## src/rtl/core/sld_pkg.sv

```systemverilog
// Shared types and constants for the string literal decoder.
// No dependencies; the front, queue, back and top modules import this package.
package sld_pkg;

  // Scanner modes
  typedef enum logic [2:0] {
    MODE_IDLE  = 3'd0,
    MODE_STR   = 3'd1,
    MODE_ESC   = 3'd2,
    MODE_ESC1  = 3'd3,
    MODE_ESC2  = 3'd4,
    MODE_AFTER = 3'd5
  } scan_mode_t;

  // Result kinds
  typedef enum logic [1:0] {
    KIND_CHAR   = 2'd0,
    KIND_CLOSED = 2'd1,
    KIND_UNTERM = 2'd2,
    KIND_NOTSTR = 2'd3
  } item_kind_t;

  // Character codes
  localparam logic [7:0] CH_NUL    = 8'h00;
  localparam logic [7:0] CH_TAB    = 8'h09;
  localparam logic [7:0] CH_NL     = 8'h0A;
  localparam logic [7:0] CH_SPACE  = 8'h20;
  localparam logic [7:0] CH_QUOTE  = 8'h22;
  localparam logic [7:0] CH_ZERO   = 8'h30;
  localparam logic [7:0] CH_NINE   = 8'h39;
  localparam logic [7:0] CH_BSLASH = 8'h5C;
  localparam logic [7:0] CH_N      = 8'h6E;
  localparam logic [7:0] CH_T      = 8'h74;

  // Most results one text word can give
  localparam int MAX_RESULTS = 3;
  localparam int CNT_W = $clog2(MAX_RESULTS + 1);

  // Default depth of the queue between front and back
  localparam int QUEUE_DEPTH_DEF = 4;

  // One result word
  typedef struct packed {
    logic [7:0] char_out;
    item_kind_t item_kind;
    logic       byte_used;
  } result_t;

  // All results of one text word, slot 0 first
  typedef struct packed {
    logic [CNT_W-1:0]                count;
    result_t [MAX_RESULTS-1:0]       slot;
  } bundle_t;

endpackage

```

## src/rtl/core/sld_in_if.sv

```systemverilog
// Text input channel: one text byte or an end-of-text mark per word.
// No dependencies.
interface sld_in_if;
  logic       valid;
  logic       ready;
  logic [7:0] text_byte;
  logic       end_of_text;

  modport source (output valid, text_byte, end_of_text, input ready);
  modport sink (input valid, text_byte, end_of_text, output ready);
endinterface

```

## src/rtl/core/sld_out_if.sv

```systemverilog
// Result channel: one decoded character or string event per word.
// No dependencies.
interface sld_out_if;
  logic       valid;
  logic       ready;
  logic [7:0] char_out;
  logic [1:0] item_kind;
  logic       byte_used;
  logic       last;

  modport source (output valid, char_out, item_kind, byte_used, last, input ready);
  modport sink (input valid, char_out, item_kind, byte_used, last, output ready);
endinterface

```

## src/rtl/core/sld_front.sv

```systemverilog
// Front end: accepts text words, runs the scanner and builds result bundles.
// Depends on sld_pkg and sld_in_if.
module sld_front (
  input  logic              clk,
  input  logic              rst,
  sld_in_if.sink            text_in,
  input  logic              cfg_wr_en,
  input  logic              cfg_wr_data,
  input  logic              q_full,
  output logic              push,
  output sld_pkg::bundle_t  push_data
);
  import sld_pkg::*;

  typedef struct packed {
    logic       hit;
    result_t    res;
    scan_mode_t mode;
  } body_t;

  scan_mode_t mode, mode_next;
  logic [3:0] digit_one, digit_one_next;
  logic [3:0] digit_two, digit_two_next;
  logic       concat_mode;
  logic       accept;
  logic       eot;
  logic [7:0] b;
  logic       is_digit;
  logic [9:0] esc_value;
  body_t      body;
  bundle_t    bnd;
  result_t    held_one_res, held_two_res;

  // Handle a byte (or end of text) as inside the string body
  function automatic body_t body_byte(input logic [7:0] bb, input logic et,
                                      input logic cm);
    body_t r;
    r = '0;
    r.res.item_kind = KIND_CHAR;
    if (et || bb == CH_NUL || bb == CH_NL) begin
      r.hit = 1'b1;
      r.res.item_kind = KIND_UNTERM;
      r.mode = MODE_IDLE;
    end else if (bb == CH_BSLASH) begin
      r.mode = MODE_ESC;
    end else if (bb == CH_QUOTE) begin
      if (cm) begin
        r.mode = MODE_AFTER;
      end else begin
        r.hit = 1'b1;
        r.res.item_kind = KIND_CLOSED;
        r.res.byte_used = 1'b1;
        r.mode = MODE_IDLE;
      end
    end else begin
      r.hit = 1'b1;
      r.res.char_out = bb;
      r.mode = MODE_STR;
    end
    return r;
  endfunction

  assign text_in.ready = !q_full;
  assign accept = text_in.valid && text_in.ready;
  assign eot = text_in.end_of_text;
  assign b = text_in.text_byte;
  assign is_digit = !eot && b >= CH_ZERO && b <= CH_NINE;
  assign esc_value = 10'(digit_one) * 10'd100 + 10'(digit_two) * 10'd10 + 10'(b[3:0]);
  assign body = body_byte(b, eot, concat_mode);

  // Held digits emitted back as plain text
  always_comb begin
    held_one_res = '0;
    held_one_res.item_kind = KIND_CHAR;
    held_one_res.char_out = CH_ZERO + {4'b0, digit_one};
    held_two_res = held_one_res;
    held_two_res.char_out = CH_ZERO + {4'b0, digit_two};
  end

  // Next scanner state and the bundle of results
  always_comb begin
    mode_next = mode;
    digit_one_next = digit_one;
    digit_two_next = digit_two;
    bnd = '0;
    case (mode)
      MODE_STR: begin
        mode_next = body.mode;
        if (body.hit) begin
          bnd.slot[0] = body.res;
          bnd.count = CNT_W'(1);
        end
      end
      MODE_ESC: begin
        if (eot) begin
          mode_next = MODE_IDLE;
          bnd.slot[0].item_kind = KIND_UNTERM;
          bnd.count = CNT_W'(1);
        end else if (is_digit) begin
          digit_one_next = b[3:0];
          mode_next = MODE_ESC1;
        end else begin
          mode_next = MODE_STR;
          bnd.slot[0].item_kind = KIND_CHAR;
          if (b == CH_N) begin
            bnd.slot[0].char_out = CH_NL;
          end else if (b == CH_T) begin
            bnd.slot[0].char_out = CH_TAB;
          end else begin
            bnd.slot[0].char_out = b;
          end
          bnd.count = CNT_W'(1);
        end
      end
      MODE_ESC1: begin
        if (is_digit) begin
          digit_two_next = b[3:0];
          mode_next = MODE_ESC2;
        end else begin
          mode_next = body.mode;
          bnd.slot[0] = held_one_res;
          bnd.slot[1] = body.res;
          bnd.count = body.hit ? CNT_W'(2) : CNT_W'(1);
        end
      end
      MODE_ESC2: begin
        if (is_digit) begin
          mode_next = MODE_STR;
          bnd.slot[0].item_kind = KIND_CHAR;
          bnd.slot[0].char_out = esc_value[7:0];
          bnd.count = CNT_W'(1);
        end else begin
          mode_next = body.mode;
          bnd.slot[0] = held_one_res;
          bnd.slot[1] = held_two_res;
          bnd.slot[2] = body.res;
          bnd.count = body.hit ? CNT_W'(3) : CNT_W'(2);
        end
      end
      MODE_AFTER: begin
        if (!eot && b == CH_SPACE) begin
          mode_next = MODE_AFTER;
        end else if (!eot && b == CH_QUOTE) begin
          mode_next = MODE_STR;
        end else begin
          mode_next = MODE_IDLE;
          bnd.slot[0].item_kind = KIND_CLOSED;
          bnd.count = CNT_W'(1);
        end
      end
      default: begin
        if (!eot && b == CH_QUOTE) begin
          mode_next = MODE_STR;
        end else begin
          mode_next = MODE_IDLE;
          bnd.slot[0].item_kind = KIND_NOTSTR;
          bnd.count = CNT_W'(1);
        end
      end
    endcase
  end

  assign push = accept && (bnd.count != '0);
  assign push_data = bnd;

  // Advance scanner state on each accepted word
  always_ff @(posedge clk) begin
    if (rst) begin
      mode <= MODE_IDLE;
      digit_one <= '0;
      digit_two <= '0;
    end else if (accept) begin
      mode <= mode_next;
      digit_one <= digit_one_next;
      digit_two <= digit_two_next;
    end
  end

  // Configuration register
  always_ff @(posedge clk) begin
    if (rst) begin
      concat_mode <= 1'b0;
    end else if (cfg_wr_en) begin
      concat_mode <= cfg_wr_data;
    end
  end

endmodule

```

## src/rtl/core/sld_queue.sv

```systemverilog
// Short queue of result bundles between the front and back ends.
// Depends on sld_pkg.
module sld_queue #(
  parameter int DEPTH = sld_pkg::QUEUE_DEPTH_DEF
) (
  input  logic              clk,
  input  logic              rst,
  input  logic              push,
  input  sld_pkg::bundle_t  push_data,
  output logic              full,
  input  logic              pop,
  output logic              not_empty,
  output sld_pkg::bundle_t  pop_data
);
  import sld_pkg::*;

  localparam int PTR_W = (DEPTH > 1) ? $clog2(DEPTH) : 1;
  localparam int FILL_W = $clog2(DEPTH + 1);

  bundle_t             mem [DEPTH];
  logic [PTR_W-1:0]    wr_ptr, rd_ptr;
  logic [FILL_W-1:0]   fill;

  assign full = (fill == FILL_W'(DEPTH));
  assign not_empty = (fill != '0);
  assign pop_data = mem[rd_ptr];

  // Store pushed bundles
  always_ff @(posedge clk) begin
    if (push) begin
      mem[wr_ptr] <= push_data;
    end
  end

  // Advance pointers and fill count
  always_ff @(posedge clk) begin
    if (rst) begin
      wr_ptr <= '0;
      rd_ptr <= '0;
      fill <= '0;
    end else begin
      if (push) begin
        wr_ptr <= (wr_ptr == PTR_W'(DEPTH - 1)) ? '0 : wr_ptr + PTR_W'(1);
      end
      if (pop) begin
        rd_ptr <= (rd_ptr == PTR_W'(DEPTH - 1)) ? '0 : rd_ptr + PTR_W'(1);
      end
      case ({push, pop})
        2'b10:   fill <= fill + FILL_W'(1);
        2'b01:   fill <= fill - FILL_W'(1);
        default: fill <= fill;
      endcase
    end
  end

endmodule

```

## src/rtl/core/sld_back.sv

```systemverilog
// Back end: unpacks bundles into single result words behind an output register.
// Depends on sld_pkg and sld_out_if.
module sld_back (
  input  logic              clk,
  input  logic              rst,
  input  logic              q_not_empty,
  input  sld_pkg::bundle_t  q_data,
  output logic              pop,
  sld_out_if.source         result_out
);
  import sld_pkg::*;

  bundle_t           cur;
  logic              cur_valid;
  logic [CNT_W-1:0]  idx;
  logic              advance;
  logic              is_final;
  logic              cur_done;
  result_t           res;
  logic              out_valid;
  result_t           out_res;
  logic              out_last;

  assign advance = cur_valid && (!out_valid || result_out.ready);
  assign is_final = (idx == cur.count - CNT_W'(1));
  assign cur_done = advance && is_final;
  assign pop = q_not_empty && (!cur_valid || cur_done);
  assign res = cur.slot[idx[$clog2(MAX_RESULTS)-1:0]];

  // Hold the bundle being unpacked
  always_ff @(posedge clk) begin
    if (rst) begin
      cur_valid <= 1'b0;
      idx <= '0;
    end else if (pop) begin
      cur_valid <= 1'b1;
      idx <= '0;
    end else if (cur_done) begin
      cur_valid <= 1'b0;
    end else if (advance) begin
      idx <= idx + CNT_W'(1);
    end
  end

  always_ff @(posedge clk) begin
    if (pop) begin
      cur <= q_data;
    end
  end

  // Output register
  always_ff @(posedge clk) begin
    if (rst) begin
      out_valid <= 1'b0;
    end else if (advance) begin
      out_valid <= 1'b1;
    end else if (result_out.ready) begin
      out_valid <= 1'b0;
    end
  end

  always_ff @(posedge clk) begin
    if (advance) begin
      out_res <= res;
      out_last <= is_final;
    end
  end

  assign result_out.valid = out_valid;
  assign result_out.char_out = out_res.char_out;
  assign result_out.item_kind = out_res.item_kind;
  assign result_out.byte_used = out_res.byte_used;
  assign result_out.last = out_last;

endmodule

```

## src/rtl/core/string_literal_decoder.sv

```systemverilog
// Top level of the string literal decoder: front end, bundle queue, back end.
// Depends on sld_pkg, sld_in_if, sld_out_if, sld_front, sld_queue, sld_back.
//
//   Channel      Dir   Word
//   text_in      in    text_byte[7:0], end_of_text
//   result_out   out   char_out[7:0], item_kind[1:0], byte_used, last
//   cfg_wr_*     in    concat_mode (single bit, no read-back)
//
// One text word is taken per cycle while the queue has room; each word yields
// zero to three results; the back end sends one result per cycle while
// result_out is ready, so words flow at one per cycle while each gives at
// most one result; a word with more results holds the back end until all are
// sent. A result goes through the queue, bundle and output registers.
// Synchronous reset clears scanner, concat_mode, queue, bundle valid and output valid.
// A stalled output fills the queue, then drops text_in.ready.
module string_literal_decoder #(
  parameter int QUEUE_DEPTH = sld_pkg::QUEUE_DEPTH_DEF
) (
  input  logic       clk,
  input  logic       rst,
  sld_in_if.sink     text_in,
  sld_out_if.source  result_out,
  input  logic       cfg_wr_en,
  input  logic       cfg_wr_data
);
  import sld_pkg::*;

  logic    push, pop, q_full, q_not_empty;
  bundle_t push_data, pop_data;

  // Scanner
  sld_front u_front (
    .clk         (clk),
    .rst         (rst),
    .text_in     (text_in),
    .cfg_wr_en   (cfg_wr_en),
    .cfg_wr_data (cfg_wr_data),
    .q_full      (q_full),
    .push        (push),
    .push_data   (push_data)
  );

  // Bundle queue
  sld_queue #(.DEPTH(QUEUE_DEPTH)) u_queue (
    .clk       (clk),
    .rst       (rst),
    .push      (push),
    .push_data (push_data),
    .full      (q_full),
    .pop       (pop),
    .not_empty (q_not_empty),
    .pop_data  (pop_data)
  );

  // Result serializer
  sld_back u_back (
    .clk         (clk),
    .rst         (rst),
    .q_not_empty (q_not_empty),
    .q_data      (pop_data),
    .pop         (pop),
    .result_out  (result_out)
  );

endmodule

```

## src/flat_wrapper.sv

```systemverilog
// flat-port wrapper written by rule: the top's interface ports become plain ports
module string_literal_decoder_flat import sld_pkg::*;
#(
  parameter int QUEUE_DEPTH = sld_pkg::QUEUE_DEPTH_DEF
)
  (clk, rst, cfg_wr_en, cfg_wr_data, text_in_valid, text_in_text_byte, text_in_end_of_text, text_in_ready, result_out_valid, result_out_char_out, result_out_item_kind, result_out_byte_used, result_out_last, result_out_ready);
  sld_in_if text_in_i ();
  sld_out_if result_out_i ();
  input  logic clk;
  input  logic rst;
  input  logic cfg_wr_en;
  input  logic cfg_wr_data;
  input wire logic [$bits(text_in_i.valid)-1:0] text_in_valid;
  input wire logic [$bits(text_in_i.text_byte)-1:0] text_in_text_byte;
  input wire logic [$bits(text_in_i.end_of_text)-1:0] text_in_end_of_text;
  output wire logic [$bits(text_in_i.ready)-1:0] text_in_ready;
  output wire logic [$bits(result_out_i.valid)-1:0] result_out_valid;
  output wire logic [$bits(result_out_i.char_out)-1:0] result_out_char_out;
  output wire logic [$bits(result_out_i.item_kind)-1:0] result_out_item_kind;
  output wire logic [$bits(result_out_i.byte_used)-1:0] result_out_byte_used;
  output wire logic [$bits(result_out_i.last)-1:0] result_out_last;
  input wire logic [$bits(result_out_i.ready)-1:0] result_out_ready;
  assign text_in_i.valid = text_in_valid;
  assign text_in_i.text_byte = text_in_text_byte;
  assign text_in_i.end_of_text = text_in_end_of_text;
  assign text_in_ready = text_in_i.ready;
  assign result_out_valid = result_out_i.valid;
  assign result_out_char_out = result_out_i.char_out;
  assign result_out_item_kind = result_out_i.item_kind;
  assign result_out_byte_used = result_out_i.byte_used;
  assign result_out_last = result_out_i.last;
  assign result_out_i.ready = result_out_ready;
  string_literal_decoder #(.QUEUE_DEPTH(QUEUE_DEPTH)) u_core (.clk(clk), .rst(rst), .text_in(text_in_i), .result_out(result_out_i), .cfg_wr_en(cfg_wr_en), .cfg_wr_data(cfg_wr_data));
endmodule
```

## config.mk

```make
export PLATFORM = sky130hd
export DESIGN_NAME = string_literal_decoder_flat
export DESIGN_NICKNAME = d
export VERILOG_FILES = /design/src/rtl/core/sld_pkg.sv /design/src/rtl/core/sld_in_if.sv /design/src/rtl/core/sld_out_if.sv /design/src/rtl/core/sld_front.sv /design/src/rtl/core/sld_queue.sv /design/src/rtl/core/sld_back.sv /design/src/rtl/core/string_literal_decoder.sv /design/src/flat_wrapper.sv
export SDC_FILE = /design/constraint.sdc
export NUM_CORES = 1
export LEC_CHECK = 0
export BUFFER_PORTS_ARGS = -buffer_cell sky130_fd_sc_hd__buf_2
export CORE_MARGIN = 2
export CORE_UTILIZATION = 58
export CTS_CLUSTER_DIAMETER = 50
export DETAILED_ROUTE_END_ITERATION = 10
export MAX_ROUTING_LAYER = met4
export PLACE_DENSITY_LB_ADDON = 0.12
export SETUP_SLACK_MARGIN = 0.3
export SLEW_MARGIN = 20
export SYNTH_ARGS = -nofsm -noshare
export SYNTH_HDL_FRONTEND = slang
export SYNTH_SLANG_ARGS = --single-unit
```

## constraint.sdc

```tcl
create_clock -name clk -period 5.9 [get_ports clk]
set_input_delay 0.885 -clock clk [delete_from_list [all_inputs] [get_ports clk]]
set_output_delay 0.885 -clock clk [all_outputs]
set_load 0.01 [all_outputs]
```

* Word level (Yosys, flattened, before mapping)
Memory sizes are Yosys's and may differ from the RTL's. A register that Yosys moved wholly into a read port is not among the register bits.
Index checks and enable logic that the tools add are counted.
** Word-level totals
- Register bits :: 35
- Bits in writable memories :: 140
- Input port bits :: 15
- Output and inout port bits :: 14
- Word-level logic and storage cells :: 133
- Memories kept :: 1
** Memory list
- u_core.u_queue.mem :: words 4, width 35, rd ports 1, clocked after Yosys merged registers in 1, wr ports 1, RTL line sld_queue.sv:20 : bundle_t mem [DEPTH];
** Cells by class
- Add/sub/neg operators :: 10
- Multipliers :: 2
- $lt $le $gt $ge :: 3
- Equality and inequality tests :: 17
- Mux-type cells :: 57
- Bitwise logic cells :: 2
- Reductions and logical operators :: 27
** Operator list (count)
- $mux 22 :: 2
- $mux 8 :: 5
- $mux 11 :: 3
- $pmux 8 s4 :: 1
- $eq 8x7->1 const B :: 3
- $mux 3 :: 8
- $bmux 11 s2 :: 1
- $mux 2 :: 11
- $pmux 11 s2 :: 1
- $mux 10 :: 2
- $pmux 2 s5 :: 2
- $mux 1 :: 17
- $eq 8x6->1 const B :: 2
- $pmux 3 s5 :: 1
- $add 6x4->7 const A :: 2
- $mux 12 :: 1
- $eq 3x3->1 const B :: 3
- $logic_and 1x1->1 :: 9
- $add 8x4->8 :: 1
- $add 8x8->8 :: 1
- $eq 8x4->1 const B :: 1
- $ge 8x6->1 const B :: 1
- $le 8x6->1 const B :: 1
- $logic_not 8->1 :: 1
- 23 further kinds :: 38

* Longest topological paths before layout
- Word-level depth :: 11
- Depth in mapped cells :: 14
- Mapped depth without buffers :: 12

* By module
A second synthesis with hierarchy kept.
** Unflattened totals
- Cells, all modules :: 602
- Area, all modules :: 9328.9 µm²
** By module, submodules not included
- sld_queue :: times used 1, cells each 227, area each 5542.8 µm², seq. area each 4384.2 µm²
- sld_back :: times used 1, cells each 118, area each 1904.3 µm², seq. area each 1491.4 µm²
- sld_front :: times used 1, cells each 257, area each 1881.8 µm², seq. area each 240.2 µm²

* Least setup slack after synthesis
Ideal clock, no wire load.
- Kind :: input-to-reg
- Start :: input port result_out_ready
- End :: register u_core.u_queue.fill[2]
- Library setup time :: 71 ps
- Arrival time :: 4409 ps
- Required time :: 5829 ps
- Slack :: 1421 ps
- Stages :: 9
- Path buffers :: 0
- Cells stage by stage :: nand2b_1 -> nand2_1 -> a21oi_1 -> ha_1 -> inv_1 -> fa_1 -> xor2_1 -> or3_1 -> a21oi_1
** Between the ends
- Word-level cells in the longest chain between the ends :: 7
- Elaborated cells between the ends (all ways) :: 9
- Classes of those cells :: eq/ne: 2; mux: 1; reduce/logical: 6
** RTL lines
- start: declaration :: RTL line flat_wrapper.sv:22 : input wire logic [$bits(result_out_i.ready)-1:0] result_out_ready;
- $logic_or 1x1->1 * :: RTL line sld_back.sv:24 : assign advance = cur_valid && (!out_valid || result_out.ready);
- $logic_and 1x1->1 * :: RTL line sld_back.sv:24
- $logic_and 1x1->1 * :: RTL line sld_back.sv:26 : assign cur_done = advance && is_final;
- $logic_or 1x1->1 * :: RTL line sld_back.sv:27 : assign pop = q_not_empty && (!cur_valid || cur_done);
- $logic_and 1x1->1 * :: RTL line sld_back.sv:27
- via u_core.pop :: RTL line string_literal_decoder.sv:28 : logic push, pop, q_full, q_not_empty;
- $eq 2x1->1 or $eq 2x2->1 (tied branches) :: RTL line sld_queue.sv:48 : case ({push, pop})
- $pmux 3 s2 or $reduce_bool 2->1 (tied branches)
- end signal: assignment :: RTL line sld_queue.sv:49 : 2'b10: fill <= fill + FILL_W'(1);
- end signal: assignment :: RTL line sld_queue.sv:50 : 2'b01: fill <= fill - FILL_W'(1);
- end signal: assignment :: RTL line sld_queue.sv:51 : default: fill <= fill;
- end: declaration :: RTL line sld_queue.sv:22 : logic [FILL_W-1:0] fill;
Mark *: on every way through the listed nets, which the timed path passes. The rest lies on a longest branch.
A chain may end at the register's enable or synchronous reset.

* Final worst setup path
- Start :: register u_core.u_back.idx[0]
- End :: register u_core.u_queue.fill[2]
** Between the ends
- Word-level cells in the longest chain between the ends :: 6
- Elaborated cells between the ends (all ways) :: 8
- Classes of those cells :: eq/ne: 3; mux: 1; reduce/logical: 4
** RTL lines
- start: declaration :: RTL line sld_back.sv:15 : logic [CNT_W-1:0] idx;
- start signal: assignment :: RTL line sld_back.sv:41 : idx <= idx + CNT_W'(1);
- $eq 2x2->1 * :: RTL line sld_back.sv:25 : assign is_final = (idx == cur.count - CNT_W'(1));
- via u_core.u_back.is_final :: RTL line sld_back.sv:17 : logic is_final;
- $logic_and 1x1->1 * :: RTL line sld_back.sv:26
- $logic_or 1x1->1 * :: RTL line sld_back.sv:27
- $logic_and 1x1->1 * :: RTL line sld_back.sv:27
- via u_core.pop :: RTL line string_literal_decoder.sv:28
- $eq 2x1->1 or $eq 2x2->1 (tied branches) :: RTL line sld_queue.sv:48
- $pmux 3 s2 or $reduce_bool 2->1 (tied branches)
Marked as above.

==> impl_results.md <==
* Status: finished clean
* Hold buffer count at cts at 0
* Synth top area share at 0.601
* I/O Pins at 29
* Synth Area in Compound Gates at 0.0600
* Peak Freq at 278 MHz
* Fillers at 1087
* H-tree depth at 4
* Hold Crit Depth at 2
* Worst-Margin Slew at 1030 ps
* Adder-cell share of the synthesized area at 0.0425
* WP data arrival at 3970 ps
* Netlist cell types at 63
* R2R Path Start: u_core.u_back.idx[0]
* Met2 WL at 8630 µm
* Routed wire length at 17300 µm
* Syn-to-layout area delta at 9.20%
* Pwr dens at 408 nW/µm²
* Die H at 127 µm
* Tightest Hold Check Type: reg2reg
* Post-synthesis mux area share at 0.114
* Postcts setup bufs at 0
* Share of layout cells above drive strength 1 at 0.193
* Fin nets at 639
* CP startpoint kind: register
* Final Critical Period at 3590 ps
* HPWL Detailed at 11100 µm
* Worst rel slew slack at 0.315
* Top-count cell post-synth: edfxtp_1
* Final hold violations at 0
* Ys flop type: edfxtp_1
* Top post-synthesis cells by area: edfxtp_1 (60%), mux4_2 (8.4%), dfxtp_1 (5.2%), ha_1 (3.1%), mux2i_1 (2.7%)
* Clock root buffer master: clkbuf_16
* Mean Syn Cell Area at 15.3 µm²
* Leakage power at 3.30 nW
* WP data required at 6270 ps
* Number of synthesized flops with an enable pin at 177
* Final period utilization at 0.609
* Diode count at 0
* Register area at 5780 µm²
* Initial antenna violation count at 0
* Post-cts sizing count at 0
* Unrepaired setup endpoints after global routing: false
* RR Endpoint: u_core.u_queue.fill[2]
* Xor/xnor share of the synthesized area at 0.0159
* Synth cell count leaders: edfxtp_1 (177), nor2_1 (46), mux4_2 (33), o21ai_0 (32), nand2_1 (30)
* Area leader, netlist: edfxtp_1
* Clock Pin Slew Worst Setup and Hold Paths at 70 ps
* TritonCTS buffer count at 17
* Die ar. at 16200 µm²
* DR WL/cell at 21.7 µm
* Port Buf Inserts at 28
* Site row count at 45
* Metal3 WL at 850 µm
* Final setup viols at 0
* Crit. End Element: register
* Vias in the first global route at 4880
* Max-cap violation count at 0
* Final ANT Viol Nets at 0
* Slew Limit Fails at 0
* Critical path type: reg2reg
* Clock Latency Late Sink at 440 ps
* Min-delay src: u_core.u_back.cur_valid
* Worst ir drop on vdd at 236 µV
* Clk sinks at 200
* FF+latch count, synth at 200
* Total power at 3.94 mW
* Core area at 15000 µm²
* Hold Crit Endpoint: u_core.u_back.result_out.valid
* Drt first pass iters at 5
* Residual DRC at 0
* Multi-input logic area at 2820 µm²
* GR Overflow Total at 0
* Post-Syn Nets at 618
* M1 WL at 7570 µm
* Initial Util at 0.588
* Top layer in use: met4
* Clock tree buffer depth at 2
* Main combinational cell family by area after synthesis: multiplexers
* Cells after Synth at 576
* Slack of the worst reg-to-reg path at 2310 ps
* Area fraction in and, or, nand and nor cells after synthesis at 0.0853
* CTS tree: yes
* Vias/cell at 6.16
* Gp weighted congestion at 0.888
* Largest net degree at the start of global routing at 39
* Crit path max fanout at 38
* Synthesized area at 8840 µm²
* Vias at 4912
* Post-synth ARST share at 0
* R2R cell count at 11
* YS warnings at 0
* Initial DRC Count at 472
* GRT Total Usage at 0.237
* Clock skew at 9.69 ps
* Chip Width at 127 µm
* Sequential-to-total area share from yosys stat at 0.653
* Setup TNS at 0 ps
* First-pass GRT wire length at 27600 µm
-- worst max-delay path by stage --
stage,from,endpoint,slack (ps)
after floorplan,result_out_ready,u_core.u_queue.fill[2],1420
after global placement,text_in_text_byte[1],u_core.u_queue.fill[2],2110
after detailed placement,text_in_text_byte[1],u_core.u_queue.fill[2],1950
after CTS,u_core.u_back.idx[0],u_core.u_queue.fill[2],2260
after global routing,u_core.u_back.idx[0],u_core.u_queue.fill[2],2020
final,u_core.u_back.idx[0],u_core.u_queue.fill[2],2310
-- cell families after synthesis --
kind of cell | after synthesis
AO/OA/AOI/OAI | 80
XOR/XNOR | 16
adder cells (fa/ha/maj) | 27
buffers and inverters | 49
flip-flops | 200
multiplexers | 59
AND/OR/NAND/NOR | 145
-- routing by layer --
metal / global-route usage / up-vias
met5: - / -
met4: 0.0724 / 0
met3: 0.0473 / 26
met2: 0.366 / 152
met1: 0.323 / 2496
li1: - / 2238
-- registers in the layout, summed over array words and instances, names as in the netlist, 2 cells and up --
register	count
u_core.u_back.cur	33
u_core.u_back.idx	2
u_core.u_back.result_out.char_out	8
u_core.u_back.result_out.item_kind	2
u_core.u_front.digit_one	4
u_core.u_front.digit_two	4
u_core.u_front.mode	3
u_core.u_queue.fill	3
u_core.u_queue.mem	132
u_core.u_queue.rd_ptr	2
u_core.u_queue.wr_ptr	2
-- cell type report --
| cell class | instances | share of cell area |
|---|---|---|
| sequential | 200 | 0.598 |
| multi-input combinational | 327 | 0.293 |
| clock buffer | 19 | 0.0492 |
| tap | 188 | 0.0244 |
| timing repair buffer | 31 | 0.0168 |
| clock inverter | 13 | 0.0109 |
| inverter | 20 | 0.00778 |
-- cell usage in the layout (no fill, tap or decap), types with 8 or more instances in the layout --
master,instances
a21oi_1,18
buf_2,28
clkbuf_16,19
dfxtp_1,22
edfxtp_1,177
ha_1,22
inv_1,20
mux2i_1,24
mux4_2,33
nand2_1,30
nand2b_1,9
nand3_1,11
nor2_1,46
nor3_1,8
o21ai_0,32
xnor2_1,13
-- metrics by stage --
| stage | area (µm²) | hold WS [ps] | cells | util | worst slack [ps] |
|---|---|---|---|---|---|
| floorplan | 8840 | 448 | 576 | - | 1420 |
| global placement | 9070 | 485 | 766 | 0.604 | 2110 |
| detailed placement | 9070 | 517 | 766 | 0.604 | 1950 |
| CTS | 9650 | 527 | 798 | 0.642 | 2260 |
| global route | 9650 | 539 | 798 | 0.642 | 2020 |
| finish | 9650 | 526 | 798 | 0.642 | 2310 |
-- power breakdown --
group	total (mW)	internal (mW)	switching, mW
Combinational	0.821	0.345	0.476
Sequential	2.00	1.90	0.0989
Clock	1.12	0.600	0.524
-- critical path: stages (launching register included) --
cell	delay [ps]
dfxtp_1	1000
nand2b_1	100
mux2i_1	280
nand2_1	160
a21oi_4	160
buf_4	470
ha_1	280
inv_1	60
fa_1	380
xor2_1	160
or3_1	310
a21oi_1	150
(Power assumes the default switching activity.)
